[src/hw/rtl/rau_pkg.sv]
// Package for the rational arithmetic unit: payload structs, command codes,
// and the descriptor passed from the front end to the back end.
package rau_pkg;

    localparam int CMD_W = 3;
    localparam int MAG_W = 63;

    typedef enum logic [CMD_W-1:0] {
        CMD_ADD = 3'd0,
        CMD_SUB = 3'd1,
        CMD_MUL = 3'd2,
        CMD_DIV = 3'd3,
        CMD_CMP = 3'd4,
        CMD_BAD5 = 3'd5,
        CMD_BAD6 = 3'd6,
        CMD_BAD7 = 3'd7
    } cmd_t;

    localparam logic [1:0] ORD_LT = 2'd0;
    localparam logic [1:0] ORD_EQ = 2'd1;
    localparam logic [1:0] ORD_GT = 2'd2;

    typedef struct packed {
        logic [2:0]         cmd;
        logic signed [31:0] a_num;
        logic [30:0]        a_den;
        logic signed [31:0] b_num;
        logic [30:0]        b_den;
    } in_item_t;

    typedef struct packed {
        logic signed [63:0] res_num;
        logic [62:0]        res_den;
        logic [1:0]         order;
        logic               error;
    } out_item_t;

    // Classified job: magnitudes to reduce plus flags.
    typedef struct packed {
        logic              reduce;   // run gcd/divide
        logic              neg;      // result sign
        logic [MAG_W-1:0]  num_mag;
        logic [MAG_W-1:0]  den_mag;
        logic [1:0]        order;
        logic              error;
    } job_t;

endpackage

[src/hw/rtl/rau_queue.sv]
// Two-entry job queue between front and back ends. Uses rau_pkg.
module rau_queue
    import rau_pkg::*;
(
    input  logic clk,
    input  logic rst_n,
    input  logic wr_valid,
    output logic wr_ready,
    input  job_t wr_data,
    output logic rd_valid,
    input  logic rd_ready,
    output job_t rd_data
);

    job_t mem_reg [2];
    logic wp_reg, rp_reg;
    logic [1:0] cnt_reg;
    logic wr, rd;

    assign wr_ready = (cnt_reg != 2'd2);
    assign rd_valid = (cnt_reg != 2'd0);
    assign rd_data  = mem_reg[rp_reg];
    assign wr = wr_valid && wr_ready;
    assign rd = rd_valid && rd_ready;

    always_ff @(posedge clk)
    begin
        if (wr)
            mem_reg[wp_reg] <= wr_data;
    end

    always_ff @(posedge clk or negedge rst_n)
    begin
        if (!rst_n)
        begin
            wp_reg  <= 1'b0;
            rp_reg  <= 1'b0;
            cnt_reg <= 2'd0;
        end
        else
        begin
            if (wr) wp_reg <= ~wp_reg;
            if (rd) rp_reg <= ~rp_reg;
            cnt_reg <= cnt_reg + 2'(wr) - 2'(rd);
        end
    end

endmodule

[config.mk]
export PLATFORM = sky130hd
export DESIGN_NAME = rau_queue
export DESIGN_NICKNAME = d
export VERILOG_FILES = /design/src/hw/rtl/rau_pkg.sv /design/src/hw/rtl/rau_queue.sv
export SDC_FILE = /design/constraint.sdc
export NUM_CORES = 1
export LEC_CHECK = 0
export ABC_AREA = 1
export BUFFER_PORTS_ARGS = -buffer_cell sky130_fd_sc_hd__buf_2
export CORE_MARGIN = 2
export CORE_UTILIZATION = 49
export CTS_BUF_LIST = sky130_fd_sc_hd__clkbuf_2
export CTS_CLUSTER_SIZE = 8
export DETAILED_ROUTE_END_ITERATION = 6
export PLACE_DENSITY_LB_ADDON = 0.3
export SETUP_SLACK_MARGIN = 0.1
export SYNTH_ARGS = -nofsm -noshare
export SYNTH_HDL_FRONTEND = slang
export SYNTH_SLANG_ARGS = --single-unit
[constraint.sdc]
create_clock -name clk -period 6.2 [get_ports clk]
set_input_delay 1.24 -clock clk [delete_from_list [all_inputs] [get_ports clk]]
set_output_delay 1.24 -clock clk [all_outputs]
set_load 0.05 [all_outputs]
==> results of run 1 <==
==> cell usage after synthesis <==
library cell,number
edfxtp_1,262
inv_1,8
buf_6,9
dfrtp_1,4
inv_4,1
nand2_1,406
buf_2,10
nor2_1,1
ha_1,2
buf_4,10
nand3_1,3
==> through the flow <==
| stage | hold WS, ns | utilization |
|---|---|---|
| after floorplan | 0.4419 | - |
| after global placement | 0.4555 | 0.5786 |
| after detailed placement | 0.4869 | 0.5786 |
| after CTS | 0.2016 | 0.6100 |
| after global routing | 0.2050 | 0.6103 |
| final | 0.2996 | 0.6105 |
==> worst paths after layout <==
kind / depth (start not counted) / start / end / slack (ns)
max: 5 / rp_reg / rd_data[103] / 1.63
min: 1 / rst_n / rp_reg / 0.30
max reg2reg: 4 / wp_reg / mem_reg[0][105] / 4.01
min reg2reg: 2 / wp_reg / wp_reg / 0.50
max in group asynchronous: 1 / rst_n / rp_reg / 5.76
min in group clk: 2 / wp_reg / wp_reg / 0.50
==> cells by family (layout without fill, tap and decap cells) <==
family | after synthesis | count (layout) | synth area share
adder cells (fa/ha/maj) | 2 | 2 | 0.002554
buffers and inverters | 38 | 392 | 0.02682
other | 0 | 4 | 0
AND/OR/NAND/NOR | 410 | 410 | 0.1575
flip-flops | 266 | 266 | 0.8132
==> critical path, delay by kind of cell, from the launching register on <==
family,cells,cell delay (ns)
buffers and inverters,3,1.57
flip-flops,1,0.75
AND/OR/NAND/NOR,2,0.18
==> final cells by class <==
| type | count | area, um^2 | area share |
|---|---|---|---|
| tap | 265 | 331.6 | 0.02782 |
| sequential | 266 | 7971 | 0.6687 |
| timing repair buffer | 273 | 1381 | 0.1159 |
| antenna | 4 | 10.01 | 0.0008397 |
| multi-input combinational | 412 | 1575 | 0.1322 |
| clock buffer | 95 | 475.5 | 0.03989 |
| inverter | 9 | 38.79 | 0.003254 |
| clock inverter | 15 | 136.4 | 0.01144 |
==> cell usage in the layout (no fill, tap or decap), drive strengths merged <==
cell,Yosys,layout
inv,9,11
nand2,406,406
diode,0,4
clkinv,0,10
nand3,3,3
clkbuf,0,95
edfxtp,262,262
dfrtp,4,4
ha,2,2
nor2,1,1
buf,29,273
bufinv,0,3
==> layer usage <==
metal,vias up,part of all wire,GRT usage,routed length [um]
li1,3076,-,-,-
met1,2854,0.40,0.2248,7999
met2,256,0.48,0.2974,9675
met3,36,0.092,0.07680,1845
met4,2,0.025,0.08284,493
met5,-,0.00035,0,7
==> results.tsv, run 1 <==
stage	metric	value	unit
outcome	run status	completed	
clocking	CTS H-tree depth	3	
sta	final setup vio count	0	
setup_path	crit-path max cell delay	0.86	ns
clocking	clk root buf	clkbuf_2	
finish	layout cells sized above 1	0.3533	
sta	Final Cycle Share	0.7375	
finish	flip-flop count of the largest register after layout	262	
logic_synthesis	cell taking the most area after synthesis	edfxtp_1	
clocking	clk_lat worst skew	0.76	ns
grt	Total GRT Usage	0.1865	
place	DP Area	0.01130	mm^2
finish	Fillers	1613	
grt	first-pass GRT wire length	30860	um
floorplan	Starting Density	0.5018	
sta	setup ws final	1.627	ns
setup_path	crit path kind	flip-flop to output port	
clocking	CTS sink cnt	266	
clocking	# hold bufs at CTS	0	
detailed_routing	routed via count	6224	
clocking	TritonCTS Buffers	66	
run	Max Cap Viol	0	
detailed_routing	Post-DRT Antenna Nets	0	
grt	grt ovf	0	
place	IO buf count	267	
setup_path	Most Frequent Cell on Critical Path	nand2_1	
setup_path	worst-path fanout max	101	
sta	final hold violations	0	
floorplan	row count	51	
logic_synthesis	Avg Inst Size Synth	13.68	um^2
detailed_routing	number of remaining DRC errors	0	
setup_path	crit-path cells	inv_4 > buf_4 > nand2_1 > nand2_1 > buf_2	
floorplan	Die W	145.4	um
detailed_routing	routed wire length	20020	um
sta	Fmax	218.7	MHz
setup_path	Worst EP arrival	3.33	ns
place	dpl ws	2.338	ns
finish	synthesis-to-layout area growth	21.66	%
detailed_routing	Wirelength per Cell	14.95	um
clocking	post-CTS setup buffers	0	
min_path	HP Class	primary input to asynchronous set/reset pin	
detailed_routing	1st-iter DRT viols	278	
finish	Final Instance Area	0.01192	mm^2
setup_path	Worst Path Required	4.96	ns
setup_path	critical path startpoint category	flip-flop	
sta	setup tns final	0	ns
place	Cells after DPL	1225	
logic_synthesis	sequential share of the synthesized area	0.8132	
grt	largest net degree at the start of global routing	102	
sta	Max Transition Viols Final	0	
floorplan	core area	0.01953	mm^2
sta	fin crit period	4.573	ns
place	Detail Placement HPWL	12210	um
sta	Tightest Pin Transition	1.080	ns
detailed_routing	Pre-Repair DR Iteration Count	5	
logic_synthesis	Cell Area, Synth	0.009798	mm^2
sta	Setup Skew	0.04225	ns
logic_synthesis	Seq cells post-synth	266	
floorplan	die area	0.02114	mm^2
clocking	post_cts resized	0	
setup_path	CP endpoint kind	output port	
sta	Rel. slew slack	0.2798	
clocking	CTS clk-pin slew, worst paths	0.10	ns
floorplan	die height	145.4	um
sta	RSZ-0062 raised after global routing	no	
logic_synthesis	Cells after Synth	716	
logic_synthesis	Synth top area share	0.8030	
detailed_routing	vias per std cell	4.648	
setup_path	slowest library cell on the worst path	inv_4	
clocking	Bufs on Longest Clock Path	3	
grt	vias in the first global route	6161	
logic_synthesis	Synth cell types	11	
clocking	CTS tree	yes	
logic_synthesis	ranking of synthesized cells by area	edfxtp_1 (80%), nand2_1 (16%), buf_6 (1.0%)	
logic_synthesis	Post-Syn Nets	853	
grt	antenna violations before repair	4	
floorplan	IO Pins	268	
logic_synthesis	Warnings, synthesis	0	
finish	non-filler cells, final	1339	
place	Final Wtd Congestion	0.7766	
finish	Nets	1165	
Power of run 1 is left out: the tool's default activity adds up to more than one toggle a clock period on the data nets, which glitch-free logic cannot reach.
==> inputs of run 2 (changes only) <==
clock period = 4.1 ns   (was 6.2 ns; I/O delays follow)
==> run 2 against run 1 <==
Effect of this change: hold slack worse by 0.059 ns; final cell count up 0.75%; via count grew 1.5%; global-route usage rose by 0.12 points; utilization barely moved; register-to-register slack got worse by 1.9 ns; largest cell class unchanged; clock skew is 0.019 ns higher.
==> results.tsv, run 2 (same netlist as run 1, synthesis figures left out) <==
stage	metric	value	unit
sta	setup tns final	0	ns
setup_path	worst-path fanout max	52	
finish	flip-flop count of the largest register after layout	262	
sta	final setup vio count	0	
sta	Tightest Pin Transition	1.036	ns
finish	most frequent cells in the layout	nand2_1 (406), buf_2 (267), edfxtp_1 (262), clkbuf_2 (97), clkinv_1 (13)	
grt	Total GRT Usage	0.1877	
detailed_routing	routed wire length	20030	um
floorplan	Starting Density	0.5018	
finish	non-filler cells, final	1349	
sta	fin crit period	3.584	ns
sta	Setup Skew	0.06075	ns
finish	commonest non-fill, non-tap cell in the layout	nand2_1	
grt	first-pass GRT wire length	30730	um
place	IO buf count	267	
clocking	Bufs on Longest Clock Path	3	
floorplan	row count	51	
clocking	TritonCTS Buffers	66	
place	Detail Placement HPWL	12570	um
detailed_routing	routed via count	6315	
detailed_routing	Post-DRT Antenna Nets	0	
grt	largest net degree at the start of global routing	76	
setup_path	Worst EP arrival	2.76	ns
finish	layout cells sized above 1	0.3534	
sta	Rel. slew slack	0.3092	
min_path	HP Class	primary input to flip-flop	
place	Final Wtd Congestion	0.8057	
grt	grt ovf	0	
detailed_routing	number of remaining DRC errors	0	
floorplan	die area	0.02114	mm^2
sta	Fmax	279.1	MHz
clocking	CTS H-tree depth	3	
floorplan	core area	0.01953	mm^2
floorplan	IO Pins	268	
setup_path	crit path kind	flip-flop to output port	
detailed_routing	1st-iter DRT viols	258	
clocking	CTS tree	yes	
outcome	run status	completed	
clocking	CTS sink cnt	266	
grt	vias in the first global route	6200	
clocking	clk root buf	clkbuf_2	
floorplan	die height	145.4	um
sta	Max Transition Viols Final	0	
clocking	clk_lat worst skew	0.76	ns
sta	RSZ-0062 raised after global routing	no	
place	Cells after DPL	1228	
setup_path	Worst Path Required	3.28	ns
clocking	post_cts resized	0	
sta	final hold violations	0	
grt	antenna violations before repair	7	
finish	Nets	1169	
setup_path	critical path startpoint category	flip-flop	
setup_path	CP endpoint kind	output port	
detailed_routing	Pre-Repair DR Iteration Count	4	
run	Max Cap Viol	0	
finish	Fillers	1618	
detailed_routing	Wirelength per Cell	14.85	um
finish	synthesis-to-layout area growth	21.67	%
clocking	CTS clk-pin slew, worst paths	0.11	ns
detailed_routing	vias per std cell	4.681	
sta	Final Cycle Share	0.8740	
floorplan	Die W	145.4	um
[run 2: changes by cell type in the layout (fill, tap and decap cells not counted)]
cell           before  now
bufinv_16           3    0
diode_2             4    6
buf_12              0    2
inv_2               2    3
buf_4               6    7
clkbuf_2           95   97
dlygate4sd3_1       0    1
clkinv_1            9   13
[run 2: timing repair]
item | 4_1_cts | 5_1_grt
buffers inserted | 0 | 0
hold endpoints to repair | 4 | 0
hold buffers | 1 | 0
[run 2: stage by stage]
stage                     setup WS [ns]  area (um^2)  hold slack [ns]    util
final                            0.5165        11920           0.2406  0.6105
after global routing             0.2749        11920           0.1543  0.6104
after global placement            1.260        11350           0.4540  0.5811
after detailed placement          1.235        11350           0.4750  0.5811
after floorplan                  0.1417         9806           0.4419       -
after CTS                        0.3670        11910           0.1337  0.6098
[run 2: critical path, cell delays in order (launching register included)]
cell	delay [ns]
dfrtp_4	0.74
inv_4	0.51
buf_4	0.35
nand2_1	0.09
nand2_1	0.07
buf_2	0.26
[run 2: worst paths after layout]
| path | slack [ns] | endpoint | depth (start not counted) | from |
|---|---|---|---|---|
| max | 0.52 | rd_data[40] | 5 | rp_reg |
| min | 0.24 | mem_reg[1][127] | 1 | wr_data[127] |
| max reg2reg | 2.13 | mem_reg[1][50] | 5 | cnt_reg[0] |
| min reg2reg | 0.49 | wp_reg | 2 | wp_reg |
| max in group asynchronous | 3.50 | rp_reg | 2 | rst_n |
| min in group asynchronous | 0.46 | rp_reg | 2 | rst_n |
[run 2: cell type report]
cell class / instances / area, um^2 / area share
clock buffer: 97 / 485.5 / 0.04072
tap: 265 / 331.6 / 0.02781
sequential: 266 / 7971 / 0.6687
antenna: 6 / 15.01 / 0.001259
clock inverter: 17 / 65.06 / 0.005458
inverter: 9 / 38.79 / 0.003254
timing repair buffer: 277 / 1439 / 0.1207
multi-input combinational: 412 / 1575 / 0.1321
[run 2: layer usage]
layer | wire length (um) | share of wire | track usage | up-vias
li1 | - | - | - | 3093
met1 | 7676 | 0.38 | 0.2157 | 2903
met2 | 9835 | 0.49 | 0.3073 | 258
met3 | 1841 | 0.092 | 0.07085 | 59
met4 | 666 | 0.033 | 0.1005 | 2
met5 | 13 | 0.00065 | 0 | -
Power of run 2 is left out for the same reason.
