===== src/hw/rtl/rau_pkg.sv =====
// Package for the rational arithmetic unit: payload structs, command codes,
// and the descriptor passed from the front end to the back end.
package rau_pkg;

    localparam int CMD_W = 3;
    localparam int MAG_W = 63;

    typedef enum logic [CMD_W-1:0] {
        CMD_ADD = 3'd0,
        CMD_SUB = 3'd1,
        CMD_MUL = 3'd2,
        CMD_DIV = 3'd3,
        CMD_CMP = 3'd4,
        CMD_BAD5 = 3'd5,
        CMD_BAD6 = 3'd6,
        CMD_BAD7 = 3'd7
    } cmd_t;

    localparam logic [1:0] ORD_LT = 2'd0;
    localparam logic [1:0] ORD_EQ = 2'd1;
    localparam logic [1:0] ORD_GT = 2'd2;

    typedef struct packed {
        logic [2:0]         cmd;
        logic signed [31:0] a_num;
        logic [30:0]        a_den;
        logic signed [31:0] b_num;
        logic [30:0]        b_den;
    } in_item_t;

    typedef struct packed {
        logic signed [63:0] res_num;
        logic [62:0]        res_den;
        logic [1:0]         order;
        logic               error;
    } out_item_t;

    // Classified job: magnitudes to reduce plus flags.
    typedef struct packed {
        logic              reduce;   // run gcd/divide
        logic              neg;      // result sign
        logic [MAG_W-1:0]  num_mag;
        logic [MAG_W-1:0]  den_mag;
        logic [1:0]        order;
        logic              error;
    } job_t;

endpackage


===== src/hw/rtl/rau_back.sv =====
// Back end: binary gcd then two restoring divisions on a shared
// subtract-shift unit; holds the result in an output register. Uses rau_pkg.
module rau_back
    import rau_pkg::*;
(
    input  logic      clk,
    input  logic      rst_n,
    input  logic      job_valid,
    output logic      job_ready,
    input  job_t      job,
    output logic      empty,
    input  logic      pop,
    output out_item_t out_item
);

    typedef enum logic [2:0] {S_IDLE, S_TWOS, S_ODDA, S_LOOP, S_DIVN, S_DIVD, S_DONE}
        state_t;

    localparam int CW = $clog2(MAG_W + 1);

    state_t state_reg;
    job_t job_reg;
    logic [MAG_W-1:0] ga_reg, gb_reg, g_reg;
    logic [CW-1:0] sh_reg;
    logic [CW-1:0] bit_reg;
    logic [MAG_W-1:0] q_reg, r_reg, qn_reg;
    out_item_t res_reg;
    logic res_full_reg;

    logic [MAG_W-1:0] dvd, rsh, rtry;
    logic take;

    assign dvd  = (state_reg == S_DIVN) ? job_reg.num_mag : job_reg.den_mag;
    assign rsh  = {r_reg[MAG_W-2:0], dvd[bit_reg[CW-1:0]]};
    assign take = ({r_reg[MAG_W-1], rsh} >= {1'b0, g_reg});
    assign rtry = rsh - g_reg;

    assign job_ready = (state_reg == S_IDLE);
    assign empty     = !res_full_reg;
    assign out_item  = res_reg;

    always_ff @(posedge clk or negedge rst_n)
    begin
        if (!rst_n)
        begin
            state_reg    <= S_IDLE;
            res_full_reg <= 1'b0;
        end
        else
        begin
            if (pop && res_full_reg)
                res_full_reg <= 1'b0;
            unique case (state_reg)
                S_IDLE:
                begin
                    if (job_valid)
                    begin
                        job_reg <= job;
                        ga_reg  <= job.num_mag;
                        gb_reg  <= job.den_mag;
                        sh_reg  <= '0;
                        state_reg <= job.reduce ? S_TWOS : S_DONE;
                        if (job.reduce && job.num_mag == '0)
                        begin
                            // 0/x reduces to 0/1
                            job_reg.den_mag <= MAG_W'(1);
                            job_reg.reduce  <= 1'b0;
                            state_reg <= S_DONE;
                        end
                    end
                end
                S_TWOS:
                begin
                    if (((ga_reg | gb_reg) & MAG_W'(1)) == '0)
                    begin
                        ga_reg <= ga_reg >> 1;
                        gb_reg <= gb_reg >> 1;
                        sh_reg <= sh_reg + 1'b1;
                    end
                    else
                        state_reg <= S_ODDA;
                end
                S_ODDA:
                begin
                    if (!ga_reg[0])
                        ga_reg <= ga_reg >> 1;
                    else
                        state_reg <= S_LOOP;
                end
                S_LOOP:
                begin
                    if (gb_reg == '0)
                    begin
                        g_reg   <= ga_reg << sh_reg;
                        r_reg   <= '0;
                        bit_reg <= CW'(MAG_W - 1);
                        state_reg <= S_DIVN;
                    end
                    else if (!gb_reg[0])
                        gb_reg <= gb_reg >> 1;
                    else if (ga_reg > gb_reg)
                    begin
                        ga_reg <= gb_reg;
                        gb_reg <= ga_reg - gb_reg;
                    end
                    else
                        gb_reg <= gb_reg - ga_reg;
                end
                S_DIVN, S_DIVD:
                begin
                    r_reg <= take ? rtry : rsh;
                    q_reg <= {q_reg[MAG_W-2:0], take};
                    if (bit_reg == '0)
                    begin
                        if (state_reg == S_DIVN)
                        begin
                            qn_reg  <= {q_reg[MAG_W-2:0], take};
                            r_reg   <= '0;
                            bit_reg <= CW'(MAG_W - 1);
                            state_reg <= S_DIVD;
                        end
                        else
                        begin
                            job_reg.num_mag <= qn_reg;
                            job_reg.den_mag <= {q_reg[MAG_W-2:0], take};
                            state_reg <= S_DONE;
                        end
                    end
                    else
                        bit_reg <= bit_reg - 1'b1;
                end
                S_DONE:
                begin
                    if (!res_full_reg || pop)
                    begin
                        res_reg.res_num <= job_reg.neg ? -$signed({1'b0, job_reg.num_mag})
                                                       : $signed({1'b0, job_reg.num_mag});
                        res_reg.res_den <= job_reg.error ? '0 : job_reg.den_mag;
                        res_reg.order   <= job_reg.order;
                        res_reg.error   <= job_reg.error;
                        res_full_reg    <= 1'b1;
                        state_reg       <= S_IDLE;
                    end
                end
                default: state_reg <= S_IDLE;
            endcase
        end
    end

endmodule

===== config.mk =====
export PLATFORM = sky130hd
export DESIGN_NAME = rau_back
export DESIGN_NICKNAME = d
export VERILOG_FILES = /design/src/hw/rtl/rau_pkg.sv /design/src/hw/rtl/rau_back.sv
export SDC_FILE = /design/constraint.sdc
export NUM_CORES = 2
export LEC_CHECK = 0
export BUFFER_PORTS_ARGS = -buffer_cell sky130_fd_sc_hd__buf_4
export CAP_MARGIN = 10
export CORE_UTILIZATION = 57
export DETAILED_ROUTE_END_ITERATION = 7
export PLACE_DENSITY = 0.82
export SYNTH_ARGS = -nofsm -noshare
export SYNTH_HDL_FRONTEND = slang
export SYNTH_SLANG_ARGS = --single-unit

===== constraint.sdc =====
create_clock -name clk -period 20.9 [get_ports clk]
set_clock_uncertainty 0.05 [all_clocks]
set_input_delay 1.045 -clock clk [delete_from_list [all_inputs] [get_ports clk]]
set_output_delay 1.045 -clock clk [all_outputs]
set_load 0.005 [all_outputs]

==> flow_summary.html <==
<table>
<tr><th>Metric</th><th>Value</th></tr>
<tr><th colspan="2">Drt</th></tr>
<tr><td>Total Wirelength</td><td>between 150 and 200 mm</td></tr>
<tr><td>Router iterations before antenna repair</td><td>8</td></tr>
<tr><td>Detailed-route vias per instance</td><td>slightly below 7</td></tr>
<tr><td>Number of vias in the routed layout</td><td>approximately 38k</td></tr>
<tr><td>Wirelength per Cell</td><td>29.2 um</td></tr>
<tr><td>DR iter-0 viols</td><td>6486</td></tr>
<tr><td>Post-detailed-route count of antenna-violating nets</td><td>0</td></tr>
<tr><td>DRC violations left</td><td>3</td></tr>
<tr><th colspan="2">Power</th></tr>
<tr><td>Sequential Power Share</td><td>30.5%</td></tr>
<tr><td>Standby leakage power</td><td>18.8 nW</td></tr>
<tr><td>Comb pwr share</td><td>49.8%</td></tr>
<tr><td>Worst vdd rail ir drop</td><td>0.167 mV</td></tr>
<tr><td>Power density over the cells</td><td>137 nW/um2</td></tr>
<tr><td>Internal cell power</td><td>3.62 mW</td></tr>
<tr><td>Share of power burned in the clock network</td><td>roughly a fifth</td></tr>
<tr><td>Psw</td><td>2.98 mW</td></tr>
<tr><td>Net Sw Frac</td><td>45.1%</td></tr>
<tr><th colspan="2">Critical path</th></tr>
<tr><td>Critical path class</td><td>reg2reg</td></tr>
<tr><td>Slowest stage delay, CP</td><td>0.84 ns</td></tr>
<tr><td>Worst endpoint required time</td><td>roughly 21 ns</td></tr>
<tr><td>Worst setup path startpoint</td><td>state_reg[1]$_DFFE_PN0P_</td></tr>
<tr><td>CP Data Arrival Time</td><td>between 10 and 15 ns</td></tr>
<tr><td>Capturing point of the worst reg2reg path</td><td>r_reg[41]$_SDFFCE_PP0P_</td></tr>
<tr><td>R2R cell count</td><td>24</td></tr>
<tr><td>Cell breakdown of the critical path</td><td>clkinv_1, nand2_2, buf_4, nor2_2, buf_4, mux4_2, mux4_2, mux4_2, mux2i_1, ha_1, fa_1, nor2b_1, o21ai_0, a21oi_1, nor3_1, o221ai_1, a221o_1, a21oi_1, a21bo_2, inv_2, buf_4, nor2_1, nand2_1, o21ai_0</td></tr>
<tr><td>Worst flop-to-flop path startpoint</td><td>state_reg[1]$_DFFE_PN0P_</td></tr>
<tr><td>Nature of the critical path startpoint</td><td>flop</td></tr>
<tr><td>Worst Setup End Kind</td><td>flop</td></tr>
<tr><td>Register-to-Register Setup Slack</td><td>11.19 ns</td></tr>
<tr><td>Max Fanout on Critical Path</td><td>73</td></tr>
<tr><td>Slowest-stage cell, CP</td><td>sky130_fd_sc_hd__dfrtp_1</td></tr>
<tr><th colspan="2">Status</th></tr>
<tr><td>Run status</td><td>complete, but fails checks</td></tr>
<tr><td>Failing checks</td><td>design-rule violations</td></tr>
<tr><th colspan="2">CTS</th></tr>
<tr><td>Clock transition at the register clock pins on the worst setup and hold paths after CTS</td><td>0.07 ns</td></tr>
<tr><td>Worst skew pair latency</td><td>0.65 ns</td></tr>
<tr><td>CTS resizes</td><td>0</td></tr>
<tr><td>Count of buffers added by post-CTS timing repair for setup</td><td>0</td></tr>
<tr><td>TritonCTS clock tree</td><td>done</td></tr>
<tr><td>Cell chosen for the clock root</td><td>sky130_fd_sc_hd__clkbuf_16</td></tr>
<tr><td>Sink Count</td><td>between 600 and 700</td></tr>
<tr><td>Cts bufs inserted</td><td>72</td></tr>
<tr><td>Clk buf depth</td><td>3</td></tr>
<tr><td>Hold buffer count at cts</td><td>0</td></tr>
<tr><td>CTS H-tree depth</td><td>3</td></tr>
<tr><th colspan="2">STA</th></tr>
<tr><td>Worst Tran Pin Value</td><td>1.24 ns</td></tr>
<tr><td>Setup TNS after final layout</td><td>0 ns</td></tr>
<tr><td>Final hold violations</td><td>0</td></tr>
<tr><td>Final clock period utilization by the worst path</td><td>between 40% and 50%</td></tr>
<tr><td>Finish-stage setup viols</td><td>0</td></tr>
<tr><td>Final Slew Violations</td><td>0</td></tr>
<tr><td>RSZ-0062 raised after global routing</td><td>false</td></tr>
<tr><td>Minimum period implied by the final worst setup slack</td><td>9.71 ns</td></tr>
<tr><td>Worst max-slew margin expressed relative to the limit</td><td>between 10% and 20%</td></tr>
<tr><td>Max Freq</td><td>103 MHz</td></tr>
<tr><td>Worst hold margin</td><td>roughly 0.18 ns</td></tr>
<tr><th colspan="2">Floorplan</th></tr>
<tr><td>Area of the die</td><td>76700 um2</td></tr>
<tr><td>Horiz. Die Dim</td><td>about 280 um</td></tr>
<tr><td>Starting density of the core</td><td>slightly below 60%</td></tr>
<tr><td>Total number of placement rows</td><td>100</td></tr>
<tr><td>Die outline height</td><td>277 um</td></tr>
<tr><td># IOs</td><td>267</td></tr>
<tr><td>CORE AREA</td><td>about 75000 um2</td></tr>
<tr><th colspan="2">Synthesis</th></tr>
<tr><td>EDFF count, synth</td><td>between 600 and 700</td></tr>
<tr><td>Part of the Yosys area used for sequential elements</td><td>45.5%</td></tr>
<tr><td>Syn Inst Count</td><td>4319</td></tr>
<tr><td>Most used flip-flop cell after synthesis</td><td>sky130_fd_sc_hd__edfxtp_1</td></tr>
<tr><td>Synthesized netlist net count</td><td>4650</td></tr>
<tr><td>Average footprint of a synthesized cell</td><td>approximately 10 um2</td></tr>
<tr><td>Leading cell types by total area after synthesis</td><td>sky130_fd_sc_hd__edfxtp_1, sky130_fd_sc_hd__ha_1, sky130_fd_sc_hd__mux4_2</td></tr>
<tr><td>Share of flip-flops with an asynchronous set or reset after synthesis</td><td>0.613%</td></tr>
<tr><td>Portion of synthesized cell area occupied by the leading cell type</td><td>45.2%</td></tr>
<tr><td>Mapped Area</td><td>43100 um2</td></tr>
<tr><td>Post-synthesis register bit count</td><td>653</td></tr>
<tr><td>Largest area contributor in the netlist</td><td>sky130_fd_sc_hd__edfxtp_1</td></tr>
<tr><td>Synth warn</td><td>0</td></tr>
<tr><td>Most instantiated cells after synthesis</td><td>sky130_fd_sc_hd__edfxtp_1, sky130_fd_sc_hd__nand2_1, sky130_fd_sc_hd__a21oi_1</td></tr>
<tr><td>Post-synthesis cell type count</td><td>around 80</td></tr>
<tr><td>Leading cell type by number of instances after synthesis</td><td>sky130_fd_sc_hd__edfxtp_1</td></tr>
<tr><th colspan="2">Hold path</th></tr>
<tr><td>Classification of the worst-slack hold path</td><td>in2async</td></tr>
<tr><th colspan="2">Global routing</th></tr>
<tr><td>Global routing usage summed across all routing layers</td><td>40.8%</td></tr>
<tr><td>Busiest grt layer</td><td>met2</td></tr>
<tr><td>Fraction of met1 tracks used by global routing</td><td>56.1%</td></tr>
<tr><td>Number of global-route vias before repair</td><td>34.9k</td></tr>
<tr><td>Wire length of the first global-routing pass</td><td>232 mm</td></tr>
<tr><td>GR met2 Demand/Resource</td><td>around three fifths</td></tr>
<tr><td>Met3 demand-to-capacity share in global routing</td><td>12.7%</td></tr>
<tr><td>Number of antenna violations at the first check in global routing</td><td>12</td></tr>
<tr><td>Maximum number of pins on one net before global-route repair</td><td>89</td></tr>
<tr><td>Remaining global-route overflow</td><td>0</td></tr>
<tr><th colspan="2">Finish</th></tr>
<tr><td>Final non-filler cell area</td><td>48100 um2</td></tr>
<tr><td>Final #Nets</td><td>roughly 4.8k</td></tr>
<tr><td>Register Area</td><td>19600 um2</td></tr>
<tr><td>Multi-input combinational cell area</td><td>21400 um2</td></tr>
<tr><td>Ratio of cells with drive above 1 in the final layout</td><td>13.5%</td></tr>
<tr><td>Area growth from synthesis to layout</td><td>11.7%</td></tr>
<tr><td>Final std cells w/o fill</td><td>between 5k and 6k</td></tr>
<tr><td>Filler cell count</td><td>~5.8k</td></tr>
<tr><th colspan="2">Placement</th></tr>
<tr><td>Number of placed instances, taps included</td><td>approximately 5.3k</td></tr>
<tr><td>Area after DPL</td><td>45800 um2</td></tr>
<tr><td>Half-perimeter wire length of the detailed placement result</td><td>122 mm</td></tr>
<tr><td>Buffers added on ports</td><td>around 270</td></tr>
<tr><td>Routability Congestion</td><td>1.08</td></tr>
<tr><th colspan="2">Run</th></tr>
<tr><td>Number of maximum-capacitance constraint violations</td><td>0</td></tr>
</table>
## cells in the final DEF, fill, tap and decap left out, types with 48 or more instances in the layout
master	n
sky130_fd_sc_hd__edfxtp_1	649
sky130_fd_sc_hd__nand2_1	471
sky130_fd_sc_hd__a21oi_1	366
sky130_fd_sc_hd__inv_1	316
sky130_fd_sc_hd__buf_4	309
sky130_fd_sc_hd__o21ai_0	283
sky130_fd_sc_hd__nor2_1	280
sky130_fd_sc_hd__ha_1	193
sky130_fd_sc_hd__xnor2_1	129
sky130_fd_sc_hd__mux2i_1	128
sky130_fd_sc_hd__nand3_1	112
sky130_fd_sc_hd__mux4_2	89
sky130_fd_sc_hd__a21o_1	88
sky130_fd_sc_hd__nor2b_1	77
sky130_fd_sc_hd__clkbuf_16	73
sky130_fd_sc_hd__a22o_1	65
sky130_fd_sc_hd__nand4_1	64
sky130_fd_sc_hd__o21bai_1	63
sky130_fd_sc_hd__a222oi_1	61
sky130_fd_sc_hd__nor4_1	51
sky130_fd_sc_hd__nor3_1	48
## how the worst max path moves through the flow
stage / endpoint / cells past startpoint / slack, ns
after floorplan: out_item[0]$_DFFE_PP_ / 2 / 10.18
after global placement: r_reg[57]$_SDFFCE_PP0P_ / 23 / 11.81
after detailed placement: r_reg[59]$_SDFFCE_PP0P_ / 24 / 11.47
after CTS: r_reg[41]$_SDFFCE_PP0P_ / 24 / 11.43
after global routing: r_reg[50]$_SDFFCE_PP0P_ / 24 / 10.62
final: r_reg[41]$_SDFFCE_PP0P_ / 24 / 11.19
## critical path: cells and delay by family, from the launching register on
| kind | cells | cell delay (ns) |
|---|---|---|
| compound gates | 7 | 2.34 |
| fa+ha+maj | 2 | 0.57 |
| buf+inv | 5 | 2.06 |
| flops | 1 | 0.84 |
| mux | 4 | 2.18 |
| simple gates | 6 | 1.37 |
## through the flow
step / utilization (%) / setup slack [ns] / power (mW)
2_1_floorplan: - / 10.18 / 4.07
3_3_place_gp: 61.4 / 11.81 / 5.13
3_5_place_dp: 61.4 / 11.47 / 5.16
4_1_cts: 64.5 / 11.43 / 6.45
5_1_grt: 64.5 / 10.62 / 6.84
6_report: 64.6 / 11.19 / 6.60
## routing by layer
layer	part of all wire, %	routed length (um)
met2	42	66900
met4	5.6	8880
met5	0.026	42
met1	38	60300
met3	15	23700
## power by group through the flow
stage               registers (mW)  clock network, mW  logic (mW)
CTS                           2.00               1.30        3.16
detailed placement            2.02                  0        3.13
global route                  2.03               1.34        3.47
global placement              2.01                  0        3.12
finish                        2.02               1.30        3.28
floorplan                     1.93                  0        2.14
## logic make-up after synthesis
logic type                 synth area share, %
and+or+nand+nor                           13.3
AOI/OAI and AO/OA                         18.1
buffers and inverters                     5.10
muxes                                     8.76
xor gates and xnor gates                  3.54
adders and majority gates                 5.74
DFF                                       45.5
## final cells by class
| type | count | area share (%) |
|---|---|---|
| well taps | 969 | 2.52 |
| inverters | 320 | 2.49 |
| clock buffers | 83 | 3.87 |
| diodes | 7 | 0.0364 |
| repair buffers | 309 | 4.82 |
| flip-flops and latches | 653 | 40.7 |
| clock inverters | 45 | 1.04 |
| multi-input cells | 3081 | 44.5 |
Note: power is estimated with default switching activity, not from simulation.
